## src/hdl/snp_pair_ld_estimator_macros.svh

```systemverilog
// Assertion macros shared by the LD estimator modules.
`ifndef SNP_PAIR_LD_ESTIMATOR_MACROS_SVH
`define SNP_PAIR_LD_ESTIMATOR_MACROS_SVH

// Property holds at every clock edge outside reset.
`define SNP_LD_ASSERT(label, clk, rst, prop, msg) \
  label: assert property (@(posedge clk) disable iff (rst) (prop)) else $error(msg);

// Consequent holds in the same cycle as the antecedent.
`define SNP_LD_ASSERT_IMP(label, clk, rst, ante, cons, msg) \
  label: assert property (@(posedge clk) disable iff (rst) (ante) |-> (cons)) else $error(msg);

// Consequent holds in the cycle after the antecedent.
`define SNP_LD_ASSERT_NEXT(label, clk, rst, ante, cons, msg) \
  label: assert property (@(posedge clk) disable iff (rst) (ante) |=> (cons)) else $error(msg);

`endif

```

## src/hdl/snp_ld_pkg.sv

```systemverilog
// Types and constants shared by the LD estimator modules.
`default_nettype none

package snp_ld_pkg;

  localparam int CNT_W  = 12;   // used individual count
  localparam int MAJ_W  = 13;   // major allele counts
  localparam int GAM_W  = 13;   // gamete class counts
  localparam int CMP_W  = 12;   // composite class counts
  localparam int TOT_W  = 12;   // total_individuals register
  localparam int MODE_W = 2;
  localparam int D_W    = 30;
  localparam int R2_W   = 28;
  localparam int SUM_W  = 17;   // weighted composite sum, at most 8n

  localparam int MUL_W  = 28;
  localparam int PROD_W = 2 * MUL_W;
  localparam int T1_W   = 28;
  localparam int T2_W   = 26;
  localparam int NN_W   = 24;
  localparam int VA_W   = 24;
  localparam int V_W    = 48;
  localparam int MAG_W  = 28;
  localparam int ND_W   = 30;

  localparam int D_SHIFT    = 29;
  localparam int R2_SHIFT   = 25;
  localparam int DIV_NUM_W  = PROD_W + R2_SHIFT;
  localparam int DIV_DEN_W  = V_W;
  localparam int DIV_QUO_W  = 34;
  localparam int DIV_CNT_W  = $clog2(DIV_NUM_W + 1);
  localparam int R2_INT_LSB = 29;

  localparam logic [D_SHIFT-1:0] D_LIMIT = 29'h1000_0000;
  localparam logic [R2_W-1:0]    R2_MAX  = 28'hFFF_FFFF;

  localparam logic [1:0]        ALLELE_MAJOR    = 2'd1;
  localparam logic [1:0]        ALLELE_MINOR    = 2'd2;
  localparam logic [MODE_W-1:0] PHASE_COMPOSITE = 2'd2;

  localparam logic REG_PHASE_MODE = 1'b0;
  localparam logic REG_TOTAL      = 1'b1;

  typedef enum logic [3:0] {
    ST_IDLE,
    ST_START,
    ST_MUL_T1,
    ST_MUL_T2,
    ST_MUL_NN,
    ST_MUL_VA,
    ST_MUL_VB,
    ST_MUL_V,
    ST_MUL_N2,
    ST_DIVD_START,
    ST_DIVD_RUN,
    ST_DIVR_START,
    ST_DIVR_RUN,
    ST_FINISH
  } state_t;

  typedef enum logic [2:0] {
    MUL_NONE,
    MUL_T1,
    MUL_T2,
    MUL_NN,
    MUL_VA,
    MUL_VB,
    MUL_V,
    MUL_N2
  } mul_step_t;

  typedef enum logic {
    DIV_D,
    DIV_R2
  } div_sel_t;

  typedef struct packed {
    logic      take;
    logic      init_res;
    mul_step_t mul_step;
    logic      cap_mag;
    logic      div_start;
    div_sel_t  div_sel;
    logic      cap_d;
    logic      cap_r2;
    logic      load_out;
  } dp_cmd_t;

  typedef struct packed {
    logic n_zero;
    logic v_zero;
    logic div_done;
    logic out_free;
  } dp_status_t;

endpackage

`default_nettype wire

```

## src/hdl/snp_ld_div.sv

```systemverilog
// Restoring divider, one quotient bit per cycle, with quotient overflow flag.
`default_nettype none

module snp_ld_div (
  input  logic                             clk,
  input  logic                             rst,
  input  logic                             start,
  input  logic [snp_ld_pkg::DIV_NUM_W-1:0] num,
  input  logic [snp_ld_pkg::DIV_DEN_W-1:0] den,
  output logic                             done,
  output logic [snp_ld_pkg::DIV_QUO_W-1:0] quo,
  output logic                             ovf
);
  import snp_ld_pkg::*;

  logic                 busy;
  logic [DIV_CNT_W-1:0] cnt;
  logic [DIV_NUM_W-1:0] num_sh;
  logic [DIV_DEN_W-1:0] den_reg;
  logic [DIV_DEN_W-1:0] rem;
  logic [DIV_DEN_W:0]   shifted;
  logic [DIV_DEN_W:0]   diff;
  logic                 ge;

  assign shifted = {rem, num_sh[DIV_NUM_W-1]};
  assign diff    = shifted - {1'b0, den_reg};
  assign ge      = shifted >= {1'b0, den_reg};

  always_ff @(posedge clk) begin
    if (rst) begin
      busy <= 1'b0;
      done <= 1'b0;
      cnt  <= '0;
    end else if (start) begin
      busy <= 1'b1;
      done <= 1'b0;
      cnt  <= DIV_CNT_W'(DIV_NUM_W);
    end else if (busy) begin
      cnt <= cnt - DIV_CNT_W'(1);
      if (cnt == DIV_CNT_W'(1)) begin
        busy <= 1'b0;
        done <= 1'b1;
      end
    end
  end

  always_ff @(posedge clk) begin
    if (start) begin
      num_sh  <= num;
      den_reg <= den;
      rem     <= '0;
      quo     <= '0;
      ovf     <= 1'b0;
    end else if (busy) begin
      num_sh <= num_sh << 1;
      rem    <= ge ? diff[DIV_DEN_W-1:0] : shifted[DIV_DEN_W-1:0];
      quo    <= {quo[DIV_QUO_W-2:0], ge};
      // a bit pushed out the top means the quotient is too large to hold
      ovf    <= ovf | quo[DIV_QUO_W-1];
    end
  end

endmodule

`default_nettype wire

```

## src/hdl/snp_ld_ctrl.sv

```systemverilog
// Sequencer for counting, the shared multiplier and the two divisions.
`default_nettype none
`include "snp_pair_ld_estimator_macros.svh"

module snp_ld_ctrl (
  input  logic                   clk,
  input  logic                   rst,
  input  logic                   item_valid,
  input  logic                   last_individual,
  input  snp_ld_pkg::dp_status_t status,
  output logic                   item_stall,
  output snp_ld_pkg::dp_cmd_t    cmd
);
  import snp_ld_pkg::*;

  state_t state;
  state_t state_next;

  always_ff @(posedge clk) begin
    if (rst) begin
      state <= ST_IDLE;
    end else begin
      state <= state_next;
    end
  end

  always_comb begin
    state_next = state;
    unique case (state)
      ST_IDLE: begin
        if (item_valid && last_individual) state_next = ST_START;
      end
      ST_START: begin
        state_next = status.n_zero ? ST_FINISH : ST_MUL_T1;
      end
      ST_MUL_T1:     state_next = ST_MUL_T2;
      ST_MUL_T2:     state_next = ST_MUL_NN;
      ST_MUL_NN:     state_next = ST_MUL_VA;
      ST_MUL_VA:     state_next = ST_MUL_VB;
      ST_MUL_VB:     state_next = ST_MUL_V;
      ST_MUL_V:      state_next = ST_MUL_N2;
      ST_MUL_N2:     state_next = ST_DIVD_START;
      ST_DIVD_START: state_next = ST_DIVD_RUN;
      ST_DIVD_RUN: begin
        if (status.div_done) state_next = status.v_zero ? ST_FINISH : ST_DIVR_START;
      end
      ST_DIVR_START: state_next = ST_DIVR_RUN;
      ST_DIVR_RUN: begin
        if (status.div_done) state_next = ST_FINISH;
      end
      ST_FINISH: begin
        if (status.out_free) state_next = ST_IDLE;
      end
      default:       state_next = ST_IDLE;
    endcase
  end

  always_comb begin
    item_stall   = 1'b1;
    cmd          = '0;
    cmd.mul_step = MUL_NONE;
    cmd.div_sel  = DIV_D;
    unique case (state)
      ST_IDLE: begin
        item_stall = 1'b0;
        cmd.take   = item_valid;
      end
      ST_START:  cmd.init_res = 1'b1;
      ST_MUL_T1: cmd.mul_step = MUL_T1;
      ST_MUL_T2: cmd.mul_step = MUL_T2;
      ST_MUL_NN: begin
        cmd.mul_step = MUL_NN;
        cmd.cap_mag  = 1'b1;
      end
      ST_MUL_VA: cmd.mul_step = MUL_VA;
      ST_MUL_VB: cmd.mul_step = MUL_VB;
      ST_MUL_V:  cmd.mul_step = MUL_V;
      ST_MUL_N2: cmd.mul_step = MUL_N2;
      ST_DIVD_START: begin
        cmd.div_start = 1'b1;
        cmd.div_sel   = DIV_D;
      end
      ST_DIVD_RUN: begin
        cmd.div_sel = DIV_D;
        cmd.cap_d   = status.div_done;
      end
      ST_DIVR_START: begin
        cmd.div_start = 1'b1;
        cmd.div_sel   = DIV_R2;
      end
      ST_DIVR_RUN: begin
        cmd.div_sel = DIV_R2;
        cmd.cap_r2  = status.div_done;
      end
      ST_FINISH: cmd.load_out = status.out_free;
      default: begin
        item_stall = 1'b1;
      end
    endcase
  end

  `SNP_LD_ASSERT_NEXT(a_div_restart, clk, rst, cmd.div_start, !status.div_done, "divider done stale after start")
  `SNP_LD_ASSERT_NEXT(a_last_stalls, clk, rst, cmd.take && last_individual, item_stall, "request taken after last item")

endmodule

`default_nettype wire

```

## src/hdl/snp_ld_dp.sv

```systemverilog
// Counters, shared multiplier, divider hookup and result register.
`default_nettype none
`include "snp_pair_ld_estimator_macros.svh"

module snp_ld_dp #(
  parameter int MAX_INDIVIDUALS = 2048
) (
  input  logic                          clk,
  input  logic                          rst,
  input  logic                          cfg_write,
  input  logic                          cfg_index,
  input  logic [snp_ld_pkg::TOT_W-1:0]  cfg_data,
  input  logic [1:0]                    locus_a_first,
  input  logic [1:0]                    locus_a_second,
  input  logic [1:0]                    locus_b_first,
  input  logic [1:0]                    locus_b_second,
  input  snp_ld_pkg::dp_cmd_t           cmd,
  output snp_ld_pkg::dp_status_t        status,
  input  logic                          result_stall,
  output logic                          result_valid,
  output logic [snp_ld_pkg::CNT_W-1:0]  used_count,
  output logic                          pair_usable,
  output logic [snp_ld_pkg::MAJ_W-1:0]  major_count_a,
  output logic [snp_ld_pkg::MAJ_W-1:0]  major_count_b,
  output logic signed [snp_ld_pkg::D_W-1:0] d_value,
  output logic [snp_ld_pkg::R2_W-1:0]   r2_value,
  output logic                          r2_saturated,
  output logic                          variance_zero
);
  import snp_ld_pkg::*;

  localparam int CapInt = (MAX_INDIVIDUALS < 4095) ? MAX_INDIVIDUALS : 4095;
  localparam logic [CNT_W-1:0] USED_CAP = CNT_W'(CapInt);

  // configuration
  logic [MODE_W-1:0] phase_mode;
  logic [TOT_W-1:0]  total_individuals;
  logic              mode2;

  always_ff @(posedge clk) begin
    if (rst) begin
      phase_mode        <= '0;
      total_individuals <= TOT_W'(2);
    end else if (cfg_write) begin
      unique case (cfg_index)
        REG_PHASE_MODE: phase_mode        <= cfg_data[MODE_W-1:0];
        REG_TOTAL:      total_individuals <= cfg_data;
      endcase
    end
  end

  assign mode2 = phase_mode == PHASE_COMPOSITE;

  // counting
  logic [CNT_W-1:0] used_cnt;
  logic [MAJ_W-1:0] maj_a;
  logic [MAJ_W-1:0] maj_b;
  logic [GAM_W-1:0] gam_cnt [4];
  logic [CMP_W-1:0] cmp_cnt [4];
  logic             item_ok;
  logic             count_en;
  logic [1:0]       gam_idx1;
  logic [1:0]       gam_idx2;
  logic             a_hom;
  logic             b_hom;
  logic             a_het;
  logic             b_het;
  logic             cmp_hit;
  logic [1:0]       cmp_idx;

  assign item_ok = (locus_a_first  == ALLELE_MAJOR || locus_a_first  == ALLELE_MINOR) &&
                   (locus_a_second == ALLELE_MAJOR || locus_a_second == ALLELE_MINOR) &&
                   (locus_b_first  == ALLELE_MAJOR || locus_b_first  == ALLELE_MINOR) &&
                   (locus_b_second == ALLELE_MAJOR || locus_b_second == ALLELE_MINOR);
  assign count_en = cmd.take && item_ok && (used_cnt < USED_CAP);

  assign gam_idx1 = {locus_a_first == ALLELE_MINOR, locus_b_first == ALLELE_MINOR};
  assign gam_idx2 = {locus_a_second == ALLELE_MINOR, locus_b_second == ALLELE_MINOR};

  assign a_hom = (locus_a_first == ALLELE_MAJOR) && (locus_a_second == ALLELE_MAJOR);
  assign b_hom = (locus_b_first == ALLELE_MAJOR) && (locus_b_second == ALLELE_MAJOR);
  assign a_het = locus_a_first != locus_a_second;
  assign b_het = locus_b_first != locus_b_second;

  always_comb begin
    cmp_hit = 1'b1;
    cmp_idx = 2'd0;
    if (a_hom && b_hom) begin
      cmp_idx = 2'd0;
    end else if (a_hom && b_het) begin
      cmp_idx = 2'd1;
    end else if (a_het && b_hom) begin
      cmp_idx = 2'd2;
    end else if (a_het && b_het) begin
      cmp_idx = 2'd3;
    end else begin
      cmp_hit = 1'b0;
    end
  end

  always_ff @(posedge clk) begin
    if (rst || cmd.load_out) begin
      used_cnt <= '0;
      maj_a    <= '0;
      maj_b    <= '0;
      for (int i = 0; i < 4; i++) begin
        gam_cnt[i] <= '0;
        cmp_cnt[i] <= '0;
      end
    end else if (count_en) begin
      used_cnt <= used_cnt + CNT_W'(1);
      maj_a    <= maj_a + MAJ_W'(locus_a_first == ALLELE_MAJOR)
                        + MAJ_W'(locus_a_second == ALLELE_MAJOR);
      maj_b    <= maj_b + MAJ_W'(locus_b_first == ALLELE_MAJOR)
                        + MAJ_W'(locus_b_second == ALLELE_MAJOR);
      for (int i = 0; i < 4; i++) begin
        gam_cnt[i] <= gam_cnt[i] + GAM_W'(gam_idx1 == 2'(i)) + GAM_W'(gam_idx2 == 2'(i));
        cmp_cnt[i] <= cmp_cnt[i] + CMP_W'(cmp_hit && (cmp_idx == 2'(i)));
      end
    end
  end

  // shared multiplier
  logic [MAJ_W-1:0]  two_n;
  logic [MAJ_W-1:0]  rest_a;
  logic [MAJ_W-1:0]  rest_b;
  logic [SUM_W-1:0]  cmp_sum;
  logic [SUM_W-1:0]  cmp_weight;
  logic [MUL_W-1:0]  mul_a;
  logic [MUL_W-1:0]  mul_b;
  logic [PROD_W-1:0] prod;
  logic [T1_W-1:0]   t1;
  logic [T2_W-1:0]   t2;
  logic [NN_W-1:0]   nn;
  logic [VA_W-1:0]   va;
  logic [VA_W-1:0]   vb;
  logic [V_W-1:0]    v;
  logic [PROD_W-1:0] n2;
  logic signed [ND_W-1:0] nd;
  logic        [ND_W-1:0] nd_abs;
  logic        [MAG_W-1:0] mag;
  logic                    nd_neg;

  assign two_n      = {used_cnt, 1'b0};
  assign rest_a     = two_n - maj_a;
  assign rest_b     = two_n - maj_b;
  assign cmp_sum    = (SUM_W'(cmp_cnt[0]) << 1) + SUM_W'(cmp_cnt[1]) + SUM_W'(cmp_cnt[2]);
  // 4 * (2 c0 + c1 + c2) + 2 c3, so that D = nd / (4 n^2)
  assign cmp_weight = (cmp_sum << 2) + (SUM_W'(cmp_cnt[3]) << 1);

  always_comb begin
    mul_a = '0;
    mul_b = '0;
    case (cmd.mul_step)
      MUL_T1: begin
        mul_a = mode2 ? MUL_W'(used_cnt)   : MUL_W'(gam_cnt[0]);
        mul_b = mode2 ? MUL_W'(cmp_weight) : MUL_W'(gam_cnt[3]);
      end
      MUL_T2: begin
        mul_a = mode2 ? MUL_W'(maj_a) : MUL_W'(gam_cnt[1]);
        mul_b = mode2 ? MUL_W'(maj_b) : MUL_W'(gam_cnt[2]);
      end
      MUL_NN: begin
        mul_a = MUL_W'(used_cnt);
        mul_b = MUL_W'(used_cnt);
      end
      MUL_VA: begin
        mul_a = MUL_W'(maj_a);
        mul_b = MUL_W'(rest_a);
      end
      MUL_VB: begin
        mul_a = MUL_W'(maj_b);
        mul_b = MUL_W'(rest_b);
      end
      MUL_V: begin
        mul_a = MUL_W'(va);
        mul_b = MUL_W'(vb);
      end
      MUL_N2: begin
        mul_a = mag;
        mul_b = mag;
      end
      default: begin
        mul_a = '0;
      end
    endcase
  end

  assign prod = mul_a * mul_b;

  always_ff @(posedge clk) begin
    case (cmd.mul_step)
      MUL_T1:  t1 <= prod[T1_W-1:0];
      MUL_T2:  t2 <= prod[T2_W-1:0];
      MUL_NN:  nn <= prod[NN_W-1:0];
      MUL_VA:  va <= prod[VA_W-1:0];
      MUL_VB:  vb <= prod[VA_W-1:0];
      MUL_V:   v  <= prod[V_W-1:0];
      MUL_N2:  n2 <= prod;
      default: ;
    endcase
  end

  // numerator of D and its magnitude
  assign nd     = $signed({2'b00, t1}) -
                  $signed(mode2 ? {3'b000, t2, 1'b0} : {4'b0000, t2});
  assign nd_abs = nd[ND_W-1] ? ND_W'(-nd) : ND_W'(nd);

  always_ff @(posedge clk) begin
    if (cmd.cap_mag) begin
      nd_neg <= nd[ND_W-1];
      mag    <= nd_abs[MAG_W-1:0];
    end
  end

  // divider
  logic [DIV_NUM_W-1:0] div_num;
  logic [DIV_DEN_W-1:0] div_den;
  logic                 div_done;
  logic [DIV_QUO_W-1:0] div_quo;
  logic                 div_ovf;

  always_comb begin
    if (cmd.div_sel == DIV_D) begin
      // (|nd| * 2^29 + n^2) / (2 n^2) rounds |nd| / (4 n^2) to Q.30
      div_num = (DIV_NUM_W'(mag) << D_SHIFT) + DIV_NUM_W'(nn);
      div_den = DIV_DEN_W'({nn, 1'b0});
    end else begin
      div_num = {n2, {R2_SHIFT{1'b0}}};
      div_den = v;
    end
  end

  snp_ld_div u_div (
    .clk   (clk),
    .rst   (rst),
    .start (cmd.div_start),
    .num   (div_num),
    .den   (div_den),
    .done  (div_done),
    .quo   (div_quo),
    .ovf   (div_ovf)
  );

  // result capture
  logic                   d_big;
  logic [D_SHIFT-1:0]     d_mag;
  logic                   r2_big;
  logic [R2_INT_LSB:0]    r2_round;
  logic signed [D_W-1:0]  d_res;
  logic [R2_W-1:0]        r2_res;
  logic                   sat_res;
  logic                   vz_res;

  assign d_big    = div_ovf || (div_quo > DIV_QUO_W'(D_LIMIT));
  assign d_mag    = d_big ? D_LIMIT : div_quo[D_SHIFT-1:0];
  // quotient holds r2 with one extra fraction bit; saturate at 16 or on round-up
  assign r2_big   = div_ovf || (div_quo[DIV_QUO_W-1:R2_INT_LSB] != '0) ||
                    (div_quo[R2_INT_LSB-1:0] == '1);
  assign r2_round = (R2_INT_LSB+1)'(div_quo[R2_INT_LSB-1:0]) + (R2_INT_LSB+1)'(1);

  always_ff @(posedge clk) begin
    if (cmd.init_res) begin
      d_res   <= '0;
      r2_res  <= '0;
      sat_res <= 1'b0;
      vz_res  <= 1'b1;
    end else begin
      if (cmd.cap_d) begin
        d_res <= nd_neg ? -$signed({1'b0, d_mag}) : $signed({1'b0, d_mag});
      end
      if (cmd.cap_r2) begin
        r2_res  <= r2_big ? R2_MAX : r2_round[R2_W:1];
        sat_res <= r2_big;
        vz_res  <= 1'b0;
      end
    end
  end

  // output register
  logic out_free;

  assign out_free = !result_valid || !result_stall;

  always_ff @(posedge clk) begin
    if (rst) begin
      result_valid <= 1'b0;
    end else if (cmd.load_out) begin
      result_valid <= 1'b1;
    end else if (!result_stall) begin
      result_valid <= 1'b0;
    end
  end

  always_ff @(posedge clk) begin
    if (cmd.load_out) begin
      used_count    <= used_cnt;
      pair_usable   <= used_cnt > (total_individuals >> 1);
      major_count_a <= maj_a;
      major_count_b <= maj_b;
      d_value       <= d_res;
      r2_value      <= r2_res;
      r2_saturated  <= sat_res;
      variance_zero <= vz_res;
    end
  end

  assign status.n_zero   = used_cnt == '0;
  assign status.v_zero   = v == '0;
  assign status.div_done = div_done;
  assign status.out_free = out_free;

  `SNP_LD_ASSERT(a_used_cap, clk, rst, used_cnt <= USED_CAP, "used count above capacity")
  `SNP_LD_ASSERT(a_major_a, clk, rst, maj_a <= two_n, "major count A above two per individual")
  `SNP_LD_ASSERT(a_gamete_sum, clk, rst, (15'(gam_cnt[0]) + 15'(gam_cnt[1]) + 15'(gam_cnt[2]) + 15'(gam_cnt[3])) == (15'(used_cnt) << 1), "gamete classes do not add to 2n")

endmodule

`default_nettype wire

```

## src/hdl/snp_pair_ld_estimator.sv

```systemverilog
// Pairwise LD estimator for two SNP loci: D and r2 from streamed genotypes.
//
// Input channel (item_valid / item_stall): one individual per request, four
// allele codes (0 missing, 1 major, 2 minor) and last_individual. Requests
// are taken one per cycle while the block counts. An individual with any
// missing or invalid allele is skipped.
// A request marked last closes the locus pair: item_stall rises and the
// block works out D and r2 with one shared 28x28 multiplier and a restoring
// divider that retires one quotient bit per cycle (81 steps per division).
// Result channel (result_valid / result_stall): one result per pair, held in
// an output register. The r2 division is skipped when either variance
// vanishes, and both divisions are skipped when no individual was used.
// The counters clear as the result is loaded, so the next pair streams in
// while the result waits; after a last request the block stalls its input
// until the register frees. A stalled result holds its value.
// Configuration (cfg_write, cfg_index, cfg_data): index 0 phase_mode,
// index 1 total_individuals, written while no pair is in flight.
// Reset (rst, synchronous): counters clear, phase_mode 0, total 2.
`default_nettype none

module snp_pair_ld_estimator #(
  parameter int MAX_INDIVIDUALS = 2048
) (
  input  logic                              clk,
  input  logic                              rst,
  input  logic                              cfg_write,
  input  logic                              cfg_index,
  input  logic [snp_ld_pkg::TOT_W-1:0]      cfg_data,
  input  logic                              item_valid,
  output logic                              item_stall,
  input  logic [1:0]                        locus_a_first,
  input  logic [1:0]                        locus_a_second,
  input  logic [1:0]                        locus_b_first,
  input  logic [1:0]                        locus_b_second,
  input  logic                              last_individual,
  output logic                              result_valid,
  input  logic                              result_stall,
  output logic [snp_ld_pkg::CNT_W-1:0]      used_count,
  output logic                              pair_usable,
  output logic [snp_ld_pkg::MAJ_W-1:0]      major_count_a,
  output logic [snp_ld_pkg::MAJ_W-1:0]      major_count_b,
  output logic signed [snp_ld_pkg::D_W-1:0] d_value,
  output logic [snp_ld_pkg::R2_W-1:0]       r2_value,
  output logic                              r2_saturated,
  output logic                              variance_zero
);
  import snp_ld_pkg::*;

  dp_cmd_t    cmd;
  dp_status_t status;

  snp_ld_ctrl u_ctrl (
    .clk             (clk),
    .rst             (rst),
    .item_valid      (item_valid),
    .last_individual (last_individual),
    .status          (status),
    .item_stall      (item_stall),
    .cmd             (cmd)
  );

  snp_ld_dp #(
    .MAX_INDIVIDUALS (MAX_INDIVIDUALS)
  ) u_dp (
    .clk            (clk),
    .rst            (rst),
    .cfg_write      (cfg_write),
    .cfg_index      (cfg_index),
    .cfg_data       (cfg_data),
    .locus_a_first  (locus_a_first),
    .locus_a_second (locus_a_second),
    .locus_b_first  (locus_b_first),
    .locus_b_second (locus_b_second),
    .cmd            (cmd),
    .status         (status),
    .result_stall   (result_stall),
    .result_valid   (result_valid),
    .used_count     (used_count),
    .pair_usable    (pair_usable),
    .major_count_a  (major_count_a),
    .major_count_b  (major_count_b),
    .d_value        (d_value),
    .r2_value       (r2_value),
    .r2_saturated   (r2_saturated),
    .variance_zero  (variance_zero)
  );

endmodule

`default_nettype wire

```

## config.mk

```make
export PLATFORM = sky130hd
export DESIGN_NAME = snp_pair_ld_estimator
export DESIGN_NICKNAME = d
export VERILOG_FILES = /design/src/hdl/snp_ld_pkg.sv /design/src/hdl/snp_ld_div.sv /design/src/hdl/snp_ld_ctrl.sv /design/src/hdl/snp_ld_dp.sv /design/src/hdl/snp_pair_ld_estimator.sv
export VERILOG_INCLUDE_DIRS = /design/src /design/src/hdl
export SDC_FILE = /design/constraint.sdc
export NUM_CORES = 2
export LEC_CHECK = 0
export ABC_AREA = 1
export BUFFER_PORTS_ARGS = -buffer_cell sky130_fd_sc_hd__buf_2
export CAP_MARGIN = 5
export CORE_AREA = 2 2 485 487
export DETAILED_ROUTE_END_ITERATION = 8
export DIE_AREA = 0 0 487 489
export PLACE_DENSITY_LB_ADDON = 0.25
export SLEW_MARGIN = 0
export SYNTH_ARGS = -nofsm -noshare
export SYNTH_HDL_FRONTEND = slang
export SYNTH_HIERARCHICAL = 1
export SYNTH_SLANG_ARGS = --single-unit
```

## constraint.sdc

```tcl
create_clock -name clk -period 14.7 [get_ports clk]
set_clock_uncertainty 0.05 [all_clocks]
set_input_delay 2.205 -clock clk [delete_from_list [all_inputs] [get_ports clk]]
set_output_delay 2.205 -clock clk [all_outputs]
set_load 0.02 [all_outputs]
```

==> metrics.txt <==
status finished clean; EDFF count, synth between 500 and 600; post-layout net count between 9000 and 10000; clk slew on worst S/H paths roughly 60 ps; max-cap violations 0; Fill cells between 20000 and 25000; CTS Root Buffer Type clkbuf_16; Top Registers u_dp/u_div/num_sh x81, u_dp/n2 x56, u_dp/gam_cnt x52; Multi-input gate area slightly below 40000 um2; row cnt around 180; Die Wd a little under 500 um; WP data required ~15000 ps; Post-synth ARST share 0%; fin crit share 78.1%; CP Max Fanout 51; CTS max path bufs 3; unique cell type count in the Yosys netlist between 70 and 80; Leakage between 0.03 and 0.04 uW; Final Max Tran Viols 0; total core area about 230000 um2; max frequency between 0.08 and 0.09 GHz; mux cell area share after synthesis less than 1%; Synth top area share between 20 and 30%; Initial DRC Count around 4200; largest net degree at the start of global routing 94; commonest non-fill, non-tap cell in the layout nand2_1; H-Tree Depth 3; clock sinks 795; CTS Hold Bufs 0; Slowest cell on crit path nor3_1; Post-Synth Adder-Cell Area 26.6%; Overflow after GRT 0; Synth Warn # 6; wire length per cell a little under 20 um; initial core utilization between 20 and 30%; Worst-Skew Late Latency 720 ps; largest area contributor in the netlist edfxtp_1; Syn Inst Count approximately 8500; RSZ-0062 raised after global routing no; Port Buf Inserts between 100 and 150; TNS Setup 0 ps; fin util about 33%; Die H 489 um; Reg area roughly 22000 um2; Final min period 11490 ps; Post-DRT Antenna Nets 0; fraction of layout cells with a size suffix above 1 about 5.9%; Worst Setup End Kind flip-flop; slew margin rel. 12.9%; arrival time worst endpoint between 10000 and 15000 ps; overall routing resource usage about 19%; measured slew at the worst slew-check pin about 1300 ps; Hold Path Class reg -> reg; first-pass GRT wire length ~350000 um; kind of critical path reg -> reg; VDD IR-drop max between 0.00015 and 0.0002 V; CTS tree done; Syn Area/Cell 8.14 um2; largest family of logic cells by synthesized area adder cells; Startpoint Class flip-flop; DR vias/cell 4.73; DR DRC count 0; Largest register FFs 81; Cell Area, Synth 69500 um2; placer's final routability congestion estimate ~0.94; initial antenna violation count 8; most frequent cells in the layout 2054 x nand2_1, 1944 x inv_1, 764 x nor2_1; via count 55600; syn_nets a little under 10000; Simple-Gate Fraction of Synth Area about a fifth; post-synthesis xor/xnor area fraction 2.09%; DRT Wirelength between 200000 and 250000 um; final setup vio count 0; sequential fraction of the synthesis area 31.4%; Yosys reg bits approximately 800; hpwl dp between 150000 and 200000 um; Num CTS Buffers 91; Top FF cell, synth edfxtp_1; # Post-CTS Setup Buffers 0; IO Pins around 130; drt pass-1 iters 6; Area contributors post-synth edfxtp_1 25%, fa_1 20%, nand2_1 11%; die area ~240000 um2; Critical Path Max Stage Delay 700 ps; PostCTS Resize Cnt 0; Area Growth Syn to Fin 10.4%; final hold vios 0; Largest Register u_dp/u_div/num_sh; vias in the first global route around 57000; Synth Area in Compound Gates about 7.4%; pwr dens between 100 and 150 nW/um2
[cells by family after synthesis]
| logic type | after synthesis |
|---|---|
| AO/OA/AOI/OAI | 908 |
| XOR/XNOR | 166 |
| adder cells (fa/ha/maj) | 1059 |
| buffers and inverters | 2226 |
| flip-flops | 795 |
| multiplexers | 26 |
| other | 1 |
| AND/OR/NAND/NOR | 3355 |
[through the flow]
| stage | cell area (um2) | hold WS, ps | total power (uW) | worst slack (ps) | instances |
|---|---|---|---|---|---|
| after CTS | 76700 | 381 | 9400 | 3150 | 11800 |
| after floorplan | 69500 | 353 | 5640 | 1460 | 8536 |
| after global placement | 73700 | 361 | 7030 | 3270 | 11600 |
| after global routing | 76700 | 389 | 9940 | 2360 | 11800 |
| after detailed placement | 73700 | 363 | 7040 | 3220 | 11600 |
| final | 76700 | 378 | 9320 | 3210 | 11800 |
[layer usage]
metal	track usage, %	vias up	wire [um]
met4	5.01	2	6220
li1	-	26400	-
met3	2.61	291	12700
met1	25.8	27400	102000
met2	33.0	1460	110000
met5	0	-	11
[cells in the mapped netlist (17+ instances only)]
cell type / count
inv_1: 1947
a21oi_1: 367
o21ai_1: 19
o21a_1: 22
o21bai_1: 20
fa_1: 696
nor3_1: 79
buf_2: 89
nand2_2: 17
nand3_1: 228
nand4_1: 71
ha_1: 363
dfxtp_1: 208
o211ai_1: 40
clkbuf_1: 111
o21ai_0: 291
nor2_1: 770
a31oi_1: 31
nand2_1: 2056
inv_2: 37
xnor2_1: 67
mux2i_1: 24
nor4_1: 27
edfxtp_1: 587
xor2_1: 99
o22ai_1: 40
[critical path: cells and delay by family, from the launching register on]
kind,cells,cell delay [ps]
fa+ha+maj,9,4110
simple gates,19,3430
compound gates,6,1670
buf+inv,11,1210
flops,1,480
xor+xnor,1,240
[path summary, 6_finish.rpt]
kind / startpoint / to / slack [ps] / cells after the start
setup / recovery: u_ctrl/state[1]$_SDFFE_PP0P_ / u_dp/n2[52]$_DFFE_PN_ / 3210 / 46
hold / removal: u_dp/d_res[25]$_SDFFE_PP0P_ / u_dp/d_value[25]$_DFFE_PP_ / 380 / 0
setup reg to reg: u_ctrl/state[1]$_SDFFE_PP0P_ / u_dp/n2[52]$_DFFE_PN_ / 3210 / 46
hold reg to reg: u_dp/d_res[25]$_SDFFE_PP0P_ / u_dp/d_value[25]$_DFFE_PP_ / 380 / 0
[cell type report]
class	instances	share of cell area [%]
sequential	795	28.4
clock inverter	65	0.880
antenna	1	0.00326
multi-input combinational	5515	51.2
inverter	1994	9.76
tap	3060	4.99
timing repair buffer	222	1.76
clock buffer	106	3.05
[where the power goes]
group          switching (uW)  internal (uW)
clock network             992           1310
registers                 209           2780
logic                    2940           1090
No activity file was read; power rests on OpenSTA's default activity.
